===== src/design/pifm_pkg.sv =====
package pifm_pkg;

    localparam int SAMPLE_WIDTH = 16;
    localparam int TIME_WIDTH = 32;
    localparam longint unsigned TICKS_PER_SECOND = 64'd1000000;

    localparam int FREQ_WIDTH = 30;
    localparam longint unsigned MHZ_PER_HZ = 64'd1000;
    localparam longint unsigned FREQ_MAX_VAL = 64'd1000000000;
    localparam longint unsigned DIVIDEND_VAL = MHZ_PER_HZ * TICKS_PER_SECOND;

    localparam int DIVIDEND_WIDTH = $clog2(DIVIDEND_VAL + 64'd1);
    localparam int CNT_WIDTH = (DIVIDEND_WIDTH > 1) ? $clog2(DIVIDEND_WIDTH) : 1;
    localparam int CMP_WIDTH = (DIVIDEND_WIDTH > FREQ_WIDTH) ? DIVIDEND_WIDTH : FREQ_WIDTH;

    localparam logic [DIVIDEND_WIDTH-1:0] DIVIDEND = DIVIDEND_WIDTH'(DIVIDEND_VAL);
    localparam logic [CMP_WIDTH-1:0] FREQ_MAX = CMP_WIDTH'(FREQ_MAX_VAL);
    localparam logic [CNT_WIDTH-1:0] DIV_STEPS_LAST = CNT_WIDTH'(DIVIDEND_WIDTH - 1);

    localparam logic STATUS_OK = 1'b0;
    localparam logic STATUS_ERR = 1'b1;

    typedef enum logic [1:0] {
        ST_IDLE,
        ST_DIVIDE,
        ST_DONE
    } state_t;

    typedef struct packed {
        logic accept;
        logic div_start;
        logic div_step;
        logic load_result;
        logic load_error;
    } cmd_t;

    typedef struct packed {
        logic needs_div;
        logic emits_error;
        logic div_last;
        logic out_free;
    } stat_t;

endpackage


===== src/design/pifm_sample_if.sv =====
interface pifm_sample_if
    import pifm_pkg::*;
();
    logic                           valid;
    logic                           ready;
    logic signed [SAMPLE_WIDTH-1:0] sample;
    logic [TIME_WIDTH-1:0]          timestamp_us;

    modport source (output valid, output sample, output timestamp_us, input ready);
    modport sink (input valid, input sample, input timestamp_us, output ready);
endinterface


===== src/design/pifm_result_if.sv =====
interface pifm_result_if
    import pifm_pkg::*;
();
    logic                  valid;
    logic                  ready;
    logic [FREQ_WIDTH-1:0] frequency_mhz;
    logic                  status;

    modport source (output valid, output frequency_mhz, output status, input ready);
    modport sink (input valid, input frequency_mhz, input status, output ready);
endinterface


===== src/design/peak_interval_frequency_meter.sv =====
// Peak interval frequency meter.
// sample_ch (sink) takes one signed sample and its microsecond timestamp per
// transaction; result_ch (source) gives frequency_mhz and status, at most one
// result per sample (only on the negative crossing that closes a measurement).
// A sample that yields no result, or a result with status 1, is handled
// without leaving the idle state. A valid measurement runs a restoring
// divider, one quotient bit per cycle, over DIVIDEND_WIDTH (30) quotient
// bits, and then loads the result register; no new sample is taken until
// the result is loaded.
// The result register holds one transaction. While it is full and result_ch
// is not ready, sample_ch ready stays low, and a finished division waits too.
// Reset (rst_n low, asynchronous) returns to the first phase with no peak,
// clears the crossing latch, both peak times and any pending result.
module peak_interval_frequency_meter
    import pifm_pkg::*;
(
    input  logic          clk,
    input  logic          rst_n,
    pifm_sample_if.sink   sample_ch,
    pifm_result_if.source result_ch
);

    cmd_t  cmd;
    stat_t stat;

    pifm_ctrl u_ctrl (
        .clk      (clk),
        .rst_n    (rst_n),
        .in_valid (sample_ch.valid),
        .in_ready (sample_ch.ready),
        .stat     (stat),
        .cmd      (cmd)
    );

    pifm_dp u_dp (
        .clk           (clk),
        .rst_n         (rst_n),
        .cmd           (cmd),
        .stat          (stat),
        .sample        (sample_ch.sample),
        .timestamp_us  (sample_ch.timestamp_us),
        .out_valid     (result_ch.valid),
        .out_ready     (result_ch.ready),
        .frequency_mhz (result_ch.frequency_mhz),
        .status        (result_ch.status)
    );

endmodule


===== src/design/pifm_ctrl.sv =====
module pifm_ctrl
    import pifm_pkg::*;
(
    input  logic  clk,
    input  logic  rst_n,
    input  logic  in_valid,
    output logic  in_ready,
    input  stat_t stat,
    output cmd_t  cmd
);

    state_t state_reg;
    state_t state_next;
    logic   accept;

    assign in_ready = (state_reg == ST_IDLE) && stat.out_free;
    assign accept = in_valid && in_ready;

    always_ff @(posedge clk or negedge rst_n)
    begin
        if (!rst_n)
        begin
            state_reg <= ST_IDLE;
        end
        else
        begin
            state_reg <= state_next;
        end
    end

    always_comb
    begin
        state_next = state_reg;
        case (state_reg)
            ST_IDLE:
            begin
                if (accept && stat.needs_div)
                begin
                    state_next = ST_DIVIDE;
                end
            end
            ST_DIVIDE:
            begin
                if (stat.div_last)
                begin
                    state_next = ST_DONE;
                end
            end
            ST_DONE:
            begin
                if (stat.out_free)
                begin
                    state_next = ST_IDLE;
                end
            end
            default:
            begin
                state_next = ST_IDLE;
            end
        endcase
    end

    always_comb
    begin
        cmd = '0;
        case (state_reg)
            ST_IDLE:
            begin
                cmd.accept = accept;
                cmd.div_start = accept && stat.needs_div;
                cmd.load_error = accept && stat.emits_error;
            end
            ST_DIVIDE:
            begin
                cmd.div_step = 1'b1;
            end
            ST_DONE:
            begin
                cmd.load_result = stat.out_free;
            end
            default:
            begin
                cmd = '0;
            end
        endcase
    end

endmodule


===== src/design/pifm_dp.sv =====
module pifm_dp
    import pifm_pkg::*;
(
    input  logic                           clk,
    input  logic                           rst_n,
    input  cmd_t                           cmd,
    output stat_t                          stat,
    input  logic signed [SAMPLE_WIDTH-1:0] sample,
    input  logic [TIME_WIDTH-1:0]          timestamp_us,
    output logic                           out_valid,
    input  logic                           out_ready,
    output logic [FREQ_WIDTH-1:0]          frequency_mhz,
    output logic                           status
);

    logic                           phase2_reg, phase2_next;
    logic                           latched_reg, latched_next;
    logic signed [SAMPLE_WIDTH-1:0] peak_reg, peak_next;
    logic [TIME_WIDTH-1:0]          t1_reg, t1_next;
    logic [TIME_WIDTH-1:0]          t2_reg, t2_next;
    logic                           out_valid_reg, out_valid_next;
    logic [CNT_WIDTH-1:0]           cnt_reg, cnt_next;

    logic [TIME_WIDTH-1:0]          divisor_reg, divisor_next;
    logic [TIME_WIDTH-1:0]          rem_reg, rem_next;
    logic [DIVIDEND_WIDTH-1:0]      quo_reg, quo_next;
    logic [FREQ_WIDTH-1:0]          freq_reg, freq_next;
    logic                           status_reg, status_next;

    logic                  is_pos;
    logic                  is_neg;
    logic                  trigger;
    logic [TIME_WIDTH-1:0] period;
    logic                  meas_ok;
    logic [TIME_WIDTH:0]   trial;
    logic                  fits;
    logic [CMP_WIDTH-1:0]  quo_ext;
    logic [FREQ_WIDTH-1:0] quo_sat;

    assign is_neg = sample[SAMPLE_WIDTH-1];
    assign is_pos = !is_neg && (sample != '0);
    assign trigger = is_neg && !latched_reg && phase2_reg;
    assign period = t2_reg - t1_reg;
    assign meas_ok = (peak_reg != '0) && (period != '0);

    assign stat.needs_div = trigger && meas_ok;
    assign stat.emits_error = trigger && !meas_ok;
    assign stat.div_last = (cnt_reg == '0);
    assign stat.out_free = !out_valid_reg || out_ready;

    // restoring division, one quotient bit per cycle
    assign trial = {rem_reg, quo_reg[DIVIDEND_WIDTH-1]};
    assign fits = trial >= {1'b0, divisor_reg};

    assign quo_ext = CMP_WIDTH'(quo_reg);
    assign quo_sat = (quo_ext > FREQ_MAX) ? FREQ_WIDTH'(FREQ_MAX) : FREQ_WIDTH'(quo_ext);

    always_comb
    begin
        phase2_next = phase2_reg;
        latched_next = latched_reg;
        peak_next = peak_reg;
        t1_next = t1_reg;
        t2_next = t2_reg;
        if (cmd.accept)
        begin
            if (is_pos)
            begin
                latched_next = 1'b0;
                if ((peak_reg == '0) || (sample > peak_reg))
                begin
                    peak_next = sample;
                    if (phase2_reg)
                    begin
                        t2_next = timestamp_us;
                    end
                    else
                    begin
                        t1_next = timestamp_us;
                    end
                end
            end
            else if (is_neg && !latched_reg)
            begin
                latched_next = 1'b1;
                peak_next = '0;
                phase2_next = !phase2_reg;
                if (phase2_reg)
                begin
                    t1_next = '0;
                    t2_next = '0;
                end
            end
        end
    end

    always_comb
    begin
        divisor_next = divisor_reg;
        rem_next = rem_reg;
        quo_next = quo_reg;
        cnt_next = cnt_reg;
        if (cmd.div_start)
        begin
            divisor_next = period;
            rem_next = '0;
            quo_next = DIVIDEND;
            cnt_next = DIV_STEPS_LAST;
        end
        else if (cmd.div_step)
        begin
            rem_next = fits ? TIME_WIDTH'(trial - {1'b0, divisor_reg})
                            : TIME_WIDTH'(trial);
            quo_next = {quo_reg[DIVIDEND_WIDTH-2:0], fits};
            cnt_next = cnt_reg - CNT_WIDTH'(1);
        end
    end

    always_comb
    begin
        out_valid_next = out_valid_reg;
        freq_next = freq_reg;
        status_next = status_reg;
        if (out_valid_reg && out_ready)
        begin
            out_valid_next = 1'b0;
        end
        if (cmd.load_error)
        begin
            out_valid_next = 1'b1;
            freq_next = '0;
            status_next = STATUS_ERR;
        end
        else if (cmd.load_result)
        begin
            out_valid_next = 1'b1;
            freq_next = quo_sat;
            status_next = STATUS_OK;
        end
    end

    always_ff @(posedge clk or negedge rst_n)
    begin
        if (!rst_n)
        begin
            phase2_reg <= 1'b0;
            latched_reg <= 1'b0;
            peak_reg <= '0;
            t1_reg <= '0;
            t2_reg <= '0;
            out_valid_reg <= 1'b0;
            cnt_reg <= '0;
        end
        else
        begin
            phase2_reg <= phase2_next;
            latched_reg <= latched_next;
            peak_reg <= peak_next;
            t1_reg <= t1_next;
            t2_reg <= t2_next;
            out_valid_reg <= out_valid_next;
            cnt_reg <= cnt_next;
        end
    end

    always_ff @(posedge clk)
    begin
        divisor_reg <= divisor_next;
        rem_reg <= rem_next;
        quo_reg <= quo_next;
        freq_reg <= freq_next;
        status_reg <= status_next;
    end

    assign out_valid = out_valid_reg;
    assign frequency_mhz = freq_reg;
    assign status = status_reg;

endmodule


===== src/flat_wrapper.sv =====
// flat-port wrapper written by rule: the top's interface ports become plain ports
module peak_interval_frequency_meter_flat import pifm_pkg::*;
  (clk, rst_n, sample_ch_valid, sample_ch_sample, sample_ch_timestamp_us, sample_ch_ready, result_ch_valid, result_ch_frequency_mhz, result_ch_status, result_ch_ready);
  pifm_sample_if sample_ch_i ();
  pifm_result_if result_ch_i ();
  input  logic clk;
  input  logic rst_n;
  input wire logic [$bits(sample_ch_i.valid)-1:0] sample_ch_valid;
  input wire logic [$bits(sample_ch_i.sample)-1:0] sample_ch_sample;
  input wire logic [$bits(sample_ch_i.timestamp_us)-1:0] sample_ch_timestamp_us;
  output wire logic [$bits(sample_ch_i.ready)-1:0] sample_ch_ready;
  output wire logic [$bits(result_ch_i.valid)-1:0] result_ch_valid;
  output wire logic [$bits(result_ch_i.frequency_mhz)-1:0] result_ch_frequency_mhz;
  output wire logic [$bits(result_ch_i.status)-1:0] result_ch_status;
  input wire logic [$bits(result_ch_i.ready)-1:0] result_ch_ready;
  assign sample_ch_i.valid = sample_ch_valid;
  assign sample_ch_i.sample = sample_ch_sample;
  assign sample_ch_i.timestamp_us = sample_ch_timestamp_us;
  assign sample_ch_ready = sample_ch_i.ready;
  assign result_ch_valid = result_ch_i.valid;
  assign result_ch_frequency_mhz = result_ch_i.frequency_mhz;
  assign result_ch_status = result_ch_i.status;
  assign result_ch_i.ready = result_ch_ready;
  peak_interval_frequency_meter u_core (.clk(clk), .rst_n(rst_n), .sample_ch(sample_ch_i), .result_ch(result_ch_i));
endmodule

===== config.mk =====
export PLATFORM = sky130hd
export DESIGN_NAME = peak_interval_frequency_meter_flat
export DESIGN_NICKNAME = d
export VERILOG_FILES = /design/src/design/pifm_pkg.sv /design/src/design/pifm_sample_if.sv /design/src/design/pifm_result_if.sv /design/src/design/peak_interval_frequency_meter.sv /design/src/design/pifm_ctrl.sv /design/src/design/pifm_dp.sv /design/src/flat_wrapper.sv
export SDC_FILE = /design/constraint.sdc
export NUM_CORES = 1
export LEC_CHECK = 0
export BUFFER_PORTS_ARGS = -buffer_cell sky130_fd_sc_hd__buf_2
export CORE_MARGIN = 2
export CORE_UTILIZATION = 45
export CTS_CLUSTER_DIAMETER = 120
export DETAILED_ROUTE_END_ITERATION = 7
export GPL_TIMING_DRIVEN = 0
export HOLD_SLACK_MARGIN = 0.1
export PLACE_DENSITY = 0.6
export RECOVER_POWER = 50
export SLEW_MARGIN = 20
export SYNTH_ARGS = -nofsm -noshare
export SYNTH_HDL_FRONTEND = slang
export SYNTH_HIERARCHICAL = 1
export SYNTH_SLANG_ARGS = --single-unit

===== constraint.sdc =====
create_clock -name clk -period 4.7 [get_ports clk]
set_input_delay 0.705 -clock clk [delete_from_list [all_inputs] [get_ports clk]]
set_output_delay 0.705 -clock clk [all_outputs]
set_load 0.01 [all_outputs]

* Yosys cells after proc, flatten, opt, wreduce, memory -nomap -nowiden
Cells that the tools add are included.
** Cells by class
- $add $sub $neg :: 3
- $mul :: 0
- Divide/modulo/power cells :: 0
- Order comparisons :: 3
- Eq/ne operators :: 7
- Shift operators :: 0
- Mux-type cells :: 28
- Bitwise logic cells :: 1
- Reductions and logical operators :: 34
** Operators with widths (number)
- two-way mux 32 bit :: 9
- subtractor 32 bit :: 2
- two-way mux 16 bit :: 3
- greater-or-equal comparator 33 x 32 -> 1 bit :: 1
- nonzero test 16 bit :: 2
- nonzero test 32 bit :: 1
- greater-than comparator 30 bit (second input constant) :: 1
- two-way mux 30 bit :: 1
- greater-than comparator 16 bit :: 1
- logical NOT 16 bit :: 1
- logical AND 1 bit :: 11
- two-way mux 5 bit :: 2
- AND reduction 3 bit :: 3
- two-way mux 1 bit :: 8
- two-way mux 2 bit :: 4
- inequality test 2 x 1 -> 1 bit (second input constant) :: 3
- one-hot mux 2 bit (3 select lines) :: 1
- nonzero test 2 bit :: 3
- logical NOT 1 bit :: 5
- logical NOT 5 bit :: 1
- AND reduction 5 bit :: 1
- subtractor 5 x 1 -> 5 bit (second input constant) :: 1
- inequality test 2 bit (second input constant) :: 2
- AND reduction 4 bit :: 1
- other kinds (7) :: 8
** Word-level totals
- Bits in registers :: 215
- Latch bits :: 0
- RAM bits :: 0
- ROM bits :: 0
- Input bits :: 52
- Output and inout bits :: 33
- Memories :: 0

* Depth between registers and ports, before layout
Gate-level depths: netlist of the first run.
- Depth after elaboration :: 8
- Mapped depth :: 19
- Mapped depth without buffers :: 17

* Cells and area by module
The synthesis of the first run kept the hierarchy.
** Modules (own cells, without submodules)
- pifm_dp :: instances 1, cells an instance 1448, area an instance 12425.7 sq um
- pifm_ctrl :: instances 1, cells an instance 14, area an instance 133.9 sq um

* Least setup slack after synthesis of the first run
No wires, ideal clock.
- Kind :: register to register
- From :: reg u_core.u_dp.t1_reg[0]
- To :: reg u_core.u_dp.quo_reg[1], in the netlist u_core/u_dp/quo_ext[1]
- Data arrival time :: 4.177 ns
- Required time :: 4.572 ns
- Slack :: 0.396 ns
- Cell stages (with the launch flop) :: 17
- Path buffers :: 2
- Clock period less this slack :: 4.304 ns
- Path through :: dfrtp_1 -> ha_1 -> fa_1 -> nor2b_1 -> o2111ai_1 -> a31oi_1 -> a21oi_2 -> o41ai_1 -> xor2_1 -> nor3_1 -> nand4_1 -> o31ai_2 -> nor2_1 -> and2_1 -> clkbuf_1 -> clkbuf_1 -> nor2_1
** RTL lines
- from (decl) :: line pifm_dp.sv:19 : logic [TIME_WIDTH-1:0] t1_reg, t1_next;
- from (signal assigned) :: line pifm_dp.sv:159 : t1_reg <= t1_next;
- to (signal assigned) :: line pifm_dp.sv:170 : quo_reg <= quo_next;
- to (decl) :: line pifm_dp.sv:26 : logic [DIVIDEND_WIDTH-1:0] quo_reg, quo_next;

==> summary.md, run 1 <==
| Metric | Value |
|---|---|
| Largest family of logic cells by synthesized area | `compound AO/OA/AOI/OAI gates` |
| Initial antenna violation count | `0` |
| Failing checks | `capacitance limit, slew limit` |
| Complex-gate fraction of the synthesized area | `around 22%` |
| DR vias | `roughly 11k` |
| Simple-gate share of the synthesized area | `17.6%` |
| DP Area | `13,500 um2` |
| Fillers | `2,711` |
| Fin. max-slew vios | `68` |
| Cell variety after synth | `80` |
| Tot GR Track Use | `21.5%` |
| Seq pwr share | `26.5%` |
| Pleak | `between 6 and 7 nW` |
| Chip width | `171 um` |
| Antenna Cells | `0` |
| PD cells | `877 nW/um2` |
| XOR/XNOR share of the synthesized area | `3.63%` |
| CP required | `5.13 ns` |
| Max_cap viols | `1` |
| Critical Path Fanout Max | `10` |
| Share of cells above drive strength 1 | `8.74%` |
| Number of enable flip-flop cells after synthesis | `32` |
| Clock latency on the worst-skew pair | `0.53 ns` |
| Row Count | `61` |
| Internal Power | `0.00684 W` |
| Synth top area share | `around 18%` |
| Multi-input logic area | `6780 um2` |
| Final Hold Viols | `0` |
| Peak supply drop | `just under 0.4 mV` |
| CP Class | `reg2reg` |
| Number of vias per cell | `5.40` |
| Type of origin of the critical path | `register` |
| Final Wtd Congestion | `0.886` |
| Post-Syn Instances | `1,462` |
| Dpl cells | `1,927` |
| Number of CTS-inserted buffers | `24` |
| Post-synthesis mux area share | `2.32%` |
| Syn Nets | `roughly 1.6k` |
| Flop2flop setup slack | `0.34 ns` |
| Synth Flop Type | `dfxtp_1` |
| Clk slew on worst S/H paths | `0.06 ns` |
| Nets | `1,708` |
| Mapped Area | `12,600 um2` |
| Cell area after layout | `approximately 14,000 um2` |
| Net Sw Power | `roughly 0.0057 W` |
| Core area | `27,600 um2` |
| Postcts setup bufs | `0` |
| Final setup vio count | `0` |
| Fin crit share | `just over 90%` |
| Critical path arrival | `4.79 ns` |
| Slew margin rel. | `-11.0%` |
| Die area | `29,300 um2` |
| Clock share of power | `15.5%` |
| Post-route antenna net violation count | `0` |
| Crit end category | `register` |
| Drt pass-1 iters | `5` |
| Vias in the first global route | `10.1k` |
| CTS tree | `built` |
| Hold Crit Depth | `3` |
| Worst R2R End | `u_core/u_dp/frequency_mhz[7]` |
| H-tree depth | `1` |
| WL/cell | `15.8 um` |
| Tightest Hold Check Type | `in2reg` |
| Combinational share of power | `58.0%` |
| Hold path startpoint | `sample_ch_timestamp_us[22]` |
| Synth Area in Adders | `under 10%` |
| Max Clk Rate | `229 MHz` |
| # DRC | `0` |
| R2r worst-path depth | `16` |
| Total Routed Length | `31.0 mm` |
| Reg area | `5070 um2` |
| FFs w/ async S/R, synth | `41.9%` |
| Status | `finished, violations left` |
| Die Ht | `roughly 170 um` |
| Largest cells by area after synthesis | `dfrtp_1, dfxtp_1, ha_1` |
| Starting Density | `45.5%` |
| Hold EP | `u_core/u_dp/t1_reg[22]` |
| Slew @ Worst Pin | `1.66 ns` |
| Sw Share | `45.5%` |
| Post-synthesis cell type with the largest combined area | `dfrtp_1` |
| DPL Wire Length | `23.4 mm` |
| Global route total overflow | `0` |
| Sequential fraction of the synthesis area | `40.4%` |
| Syn. warnings | `6` |
| Worst r2r src | `u_core/u_dp/t1_reg[0]` |
| Root Driver | `clkbuf_16` |
| Pin count of the biggest net entering global routing | `68` |
| Flops & latches, synth | `215` |
| First DRT Iteration DRCs | `658` |
| Ports | `85` |
| Mean Syn Cell Area | `8.59 um2` |
| Final core utilization | `51.8%` |
| First-pass GRT wire length | `51.6 mm` |
| PortBufs | `84` |
| Non-filler instance count after layout | `1,969` |
| Final worst path period need | `between 4 and 5 ns` |
| Clock skew | `0.0146 ns` |
| CTS max path bufs | `3` |
| Layout area overhead | `13.9%` |
| Clock sinks | `215` |
## worst max path at each step
stage	from	end	slack, ns	cells past startpoint
final	u_core/u_dp/t1_reg[0]	u_core/u_dp/frequency_mhz[7]	0.34	16
after global routing	u_core/u_dp/t1_reg[0]	u_core/u_dp/frequency_mhz[8]	-0.01	16
after CTS	u_core/u_dp/t1_reg[0]	u_core/u_dp/frequency_mhz[6]	0.02	17
after detailed placement	u_core/u_dp/t1_reg[0]	u_core/u_dp/frequency_mhz[13]	-0.35	17
after global placement	u_core/u_dp/t1_reg[0]	u_core/u_dp/quo_ext[18]	-1.05	16
after floorplan	u_core/u_dp/t1_reg[0]	u_core/u_dp/quo_ext[1]	0.40	16
## critical path, cell delays in order (launching register included)
cell	delay [ns]
dfrtp_1	0.42
ha_1	0.27
fa_1	0.44
nor2b_2	0.21
o21a_1	0.15
o21ai_0	0.11
a2111oi_1	0.45
nand4_1	0.17
or4_1	0.48
nor4_2	0.18
nand4_1	0.20
o31ai_2	0.24
nor2b_1	0.16
and2_4	0.21
nor2_2	0.11
buf_4	0.23
a22o_1	0.23
## cell usage after synthesis (23+ instances only)
| master | instances |
|---|---|
| o21ai_0 | 100 |
| nor2_1 | 95 |
| dfxtp_1 | 93 |
| dfrtp_1 | 90 |
| edfxtp_1 | 32 |
| inv_1 | 116 |
| nand2_1 | 242 |
| o211ai_1 | 23 |
| a211oi_1 | 25 |
| xnor2_1 | 30 |
| a21oi_1 | 75 |
| mux2i_1 | 28 |
| a22o_1 | 32 |
| a21o_1 | 37 |
| clkbuf_1 | 58 |
| ha_1 | 81 |
## power groups by stage
stage	Clock (W)	Sequential, W	Combinational [W]
2_1_floorplan	0	0.00317	0.00557
3_3_place_gp	0	0.00334	0.00705
3_5_place_dp	0	0.00334	0.00715
4_1_cts	0.00200	0.00331	0.00721
5_1_grt	0.00208	0.00341	0.00818
6_report	0.00194	0.00332	0.00728
## layout by cell type, fill, tap and decap left out, types with 24 or more instances in the layout
cell	count
a21oi_1	75
o211ai_1	24
a21o_1	37
nor2_1	94
dfxtp_1	93
clkbuf_16	27
inv_1	116
nand2_1	242
o21ai_0	101
xnor2_1	30
dfrtp_1	90
clkbuf_1	89
buf_2	62
edfxtp_1	32
ha_1	81
mux2i_1	28
a211oi_1	25
a22o_1	32
## cell type report
type	count	area share, %
multi-input combinational	1058	47.4
sequential	215	35.5
clock buffer	36	5.24
tap	378	3.31
inverter	117	3.07
timing repair buffer	88	2.91
buffer	69	2.03
clock inverter	8	0.551
## stage by stage
stage	setup WS, ns	setup TNS [ns]	total power (W)	hold WS [ns]
2_1_floorplan	0.396	0	0.00874	0.409
3_3_place_gp	-1.05	-58.28	0.0104	0.457
3_5_place_dp	-0.354	-3.53	0.0105	0.462
4_1_cts	0.0166	0	0.0125	0.369
5_1_grt	-0.0122	-0.0252	0.0137	0.378
6_report	0.337	0	0.0125	0.388
## repair_timing
action                                 CTS  global route
endpoints found under the hold margin   23             0
hold buffers                             1             0
pin swaps                                0             1
setup endpoints to repair               27            93
resized for setup                        4            20
## cells by family (layout without fill, tap and decap cells)
group,after synthesis,count (layout)
adders and majority gates,83,83
and+or+nand+nor,489,489
buffers and inverters,189,318
xor gates and xnor gates,52,52
muxes,29,29
AOI/OAI and AO/OA,405,405
DFF,215,215
## per-layer routing
layer | global-route usage (%) | routed length, um | part of all wire [%]
met1 | 31.7 | 15800 | 51
met4 | 4.09 | 391 | 1.3
met2 | 33.8 | 13500 | 43
met5 | 0 | 0 | 0
met3 | 2.64 | 1380 | 4.5
No activity file was read; power rests on OpenSTA's default activity.
==> run 2, diff against run 1 <==
ABC_AREA = 1   (was unset)
==> summary.md, run 2 <==
| Metric | Value |
|---|---|
| Most frequent cell after synthesis | `nand2_1` |
| Cell variety after synth | `47` |
| Clock skew | `0.0176 ns` |
| FFs w/ async S/R, synth | `between 40% and 50%` |
| Failing checks | `capacitance limit, slew limit` |
| Clock sinks | `215` |
| Slew margin rel. | `-14.1%` |
| Multi-input logic area | `7150 um2` |
| Syn. warnings | `6` |
| Final setup vio count | `0` |
| PD cells | `822 nW/um2` |
| Chip width | `between 150 and 200 um` |
| Post-route antenna net violation count | `0` |
| Post-synthesis cell type with the largest combined area | `nand2_1` |
| Unrepaired setup endpoints after global routing | `no` |
| H-tree depth | `1` |
| Row Count | `64` |
| Clk slew on worst S/H paths | `0.06 ns` |
| Total Routed Length | `between 30 and 40 mm` |
| Non-filler instance count after layout | `~2.5k` |
| Mapped Area | `13,800 um2` |
| # DRC | `0` |
| Reg area | `5070 um2` |
| Synth top cells by count | `nand2_1, inv_1, nor2_1` |
| CP required | `5.09 ns` |
| Pin count of the biggest net entering global routing | `71` |
| First-pass GRT wire length | `58.5 mm` |
| CTS max path bufs | `3` |
| Drt pass-1 iters | `5` |
| Final Wtd Congestion | `0.930` |
| Final Hold Viols | `0` |
| Slew @ Worst Pin | `1.71 ns` |
| Die area | `between 30,000 and 40,000 um2` |
| Peak supply drop | `0.401 mV` |
| CTS tree | `built` |
| Syn Nets | `2,144` |
| Number of CTS-inserted buffers | `26` |
| Max Clk Rate | `243 MHz` |
| Post-Syn Instances | `2,009` |
| Layout area overhead | `12.6%` |
| Largest cells by area after synthesis | `nand2_1, dfrtp_1, dfxtp_1` |
| Nets | `about 2.3k` |
| Mean Syn Cell Area | `around 7 um2` |
| Number of enable flip-flop cells after synthesis | `32` |
| Clock latency on the worst-skew pair | `around 0.53 ns` |
| Type of origin of the critical path | `register` |
| Max_cap viols | `1` |
| Fillers | `3,124` |
| Tightest Hold Check Type | `reg2reg` |
| CP Class | `reg2reg` |
| Number of vias per cell | `5.01` |
| Fin crit share | `approximately 88%` |
| Starting Density | `45.4%` |
| First DRT Iteration DRCs | `756` |
| Ports | `85` |
| Sequential fraction of the synthesis area | `between 30 and 40%` |
| DR vias | `12.7k` |
| PortBufs | `84` |
| Fin. max-slew vios | `71` |
| Dpl cells | `between 2k and 2.5k` |
| Vias in the first global route | `11.9k` |
| Critical path arrival | `4.51 ns` |
| Pleak | `8.14 nW` |
| Final worst path period need | `4.12 ns` |
| WL/cell | `14.0 um` |
| Root Driver | `clkbuf_16` |
| Synth top area share | `17.7%` |
| DPL Wire Length | `approximately 28 mm` |
| Synth Flop Type | `dfxtp_1` |
| Fin Setup TNS | `0 ns` |
| Status | `finished, violations left` |
| Antenna Cells | `0` |
| Initial antenna violation count | `0` |
| Crit end category | `register` |
| Critical Path Fanout Max | `38` |
| Core area | `a little over 30,000 um2` |
| Tot GR Track Use | `22.6%` |
| Share of cells above drive strength 1 | `6.58%` |
| Commonest non-fill, non-tap cell in the layout | `nand2_1` |
| Global route total overflow | `0` |
| Flops & latches, synth | `215` |
| Most frequent cells in the layout | `nand2_1, inv_1, nor2_1` |
| Die Ht | `between 150 and 200 um` |
## run 2: changes by cell type in the layout (fill, tap and decap cells not counted), moves of 22 or more
| cell | before | now |
|---|---|---|
| nand2_1 | 242 | 649 |
| inv_1 | 116 | 326 |
| nand3_1 | 21 | 115 |
| nand4_1 | 20 | 79 |
| nor2_1 | 94 | 152 |
| a21o_1 | 37 | 3 |
| a22o_1 | 32 | 0 |
| mux2i_1 | 28 | 0 |
| o21ai_0 | 101 | 73 |
| a211oi_1 | 25 | 0 |
| nand3b_1 | 3 | 26 |
| o211ai_1 | 24 | 2 |
## run 2: critical path, cell delays in order (launching register included)
cell	delay, ns
dfrtp_1	0.41
ha_1	0.23
fa_1	0.42
inv_1	0.10
nand3_1	0.06
nand3_1	0.17
nand2_1	0.10
nand2_1	0.15
nand2_1	0.09
nand2_1	0.14
nand2_1	0.07
nand2_1	0.08
nor2_1	0.05
nand3_1	0.15
nor2_1	0.06
nand3_1	0.13
nand2_1	0.06
nor2_1	0.09
nand4_1	0.17
inv_4	0.38
nor2_1	0.13
clkinv_1	0.15
buf_1	0.44
o22ai_1	0.14
## run 2: kinds of logic (layout without fill, tap and decap cells)
| family | Yosys count | after routing | share of synthesized area, % |
|---|---|---|---|
| adder cells (fa/ha/maj) | 83 | 83 | 7.65 |
| buffers and inverters | 397 | 532 | 11.2 |
| flip-flops | 215 | 215 | 36.9 |
| XOR/XNOR | 35 | 35 | 2.23 |
| AND/OR/NAND/NOR | 1059 | 1059 | 32.7 |
| AO/OA/AOI/OAI | 220 | 220 | 9.31 |
## run 2: report_power, final
group / internal, W / switching, W / total (W)
registers: 0.00275 / 0.000426 / 0.00318
clock network: 0.00115 / 0.000801 / 0.00195
logic: 0.00262 / 0.00500 / 0.00762
total: 0.00652 / 0.00623 / 0.0128
## run 2: layout make-up
class / instances / share of cell area (%)
Multi-Input combinational cell: 1397 / 46.1
Sequential cell: 215 / 32.7
Inverter: 332 / 8.05
Clock buffer: 34 / 4.72
Tap cell: 396 / 3.19
Timing Repair Buffer: 88 / 2.63
Buffer: 65 / 1.93
Clock inverter: 13 / 0.661
## run 2: metrics by stage
stage / utilization (%) / hold slack, ns / total power (W) / setup slack [ns] / instance area, um2
after floorplan: - / 0.409 / 0.00887 / 0.811 / 13800
after global placement: 48.4 / 0.426 / 0.0107 / -0.761 / 14700
after detailed placement: 48.5 / 0.430 / 0.0108 / -0.383 / 14700
after CTS: 51.3 / 0.445 / 0.0128 / 0.0782 / 15600
after global routing: 51.1 / 0.461 / 0.0141 / 0.0588 / 15500
final: 51.1 / 0.447 / 0.0128 / 0.578 / 15500
## run 2: metal layers
layer	part of all wire, %	wire, um	GRT usage (%)
met3	3.5	1240	2.33
met1	49	17300	31.4
met4	2.6	929	6.40
met2	45	16000	37.4
met5	0	0	0
## run 2: repair_timing
| action | CTS | global route |
|---|---|---|
| gates resized for setup | 2 | 10 |
| hold buffers | 1 | 0 |
| setup endpoints to repair | 28 | 56 |
| buffers inserted | 0 | 2 |
| endpoints found under the hold margin | 20 | 0 |
| pin swaps | 0 | 1 |
## run 2: path summary, 6_finish.rpt
kind,endpoint,cells past startpoint,slack [ns],from
min in group asynchronous,u_core/u_dp/out_valid,2,0.95,rst_n
hold reg to reg,u_core/u_dp/status,2,0.45,u_core/u_dp/status
hold / removal,u_core/u_dp/status,2,0.45,u_core/u_dp/status
max in group asynchronous,u_core/u_dp/t1_reg[5],3,1.46,rst_n
setup / recovery,u_core/u_dp/quo_ext[12],23,0.58,u_core/u_dp/t1_reg[0]
setup reg to reg,u_core/u_dp/quo_ext[12],23,0.58,u_core/u_dp/t1_reg[0]
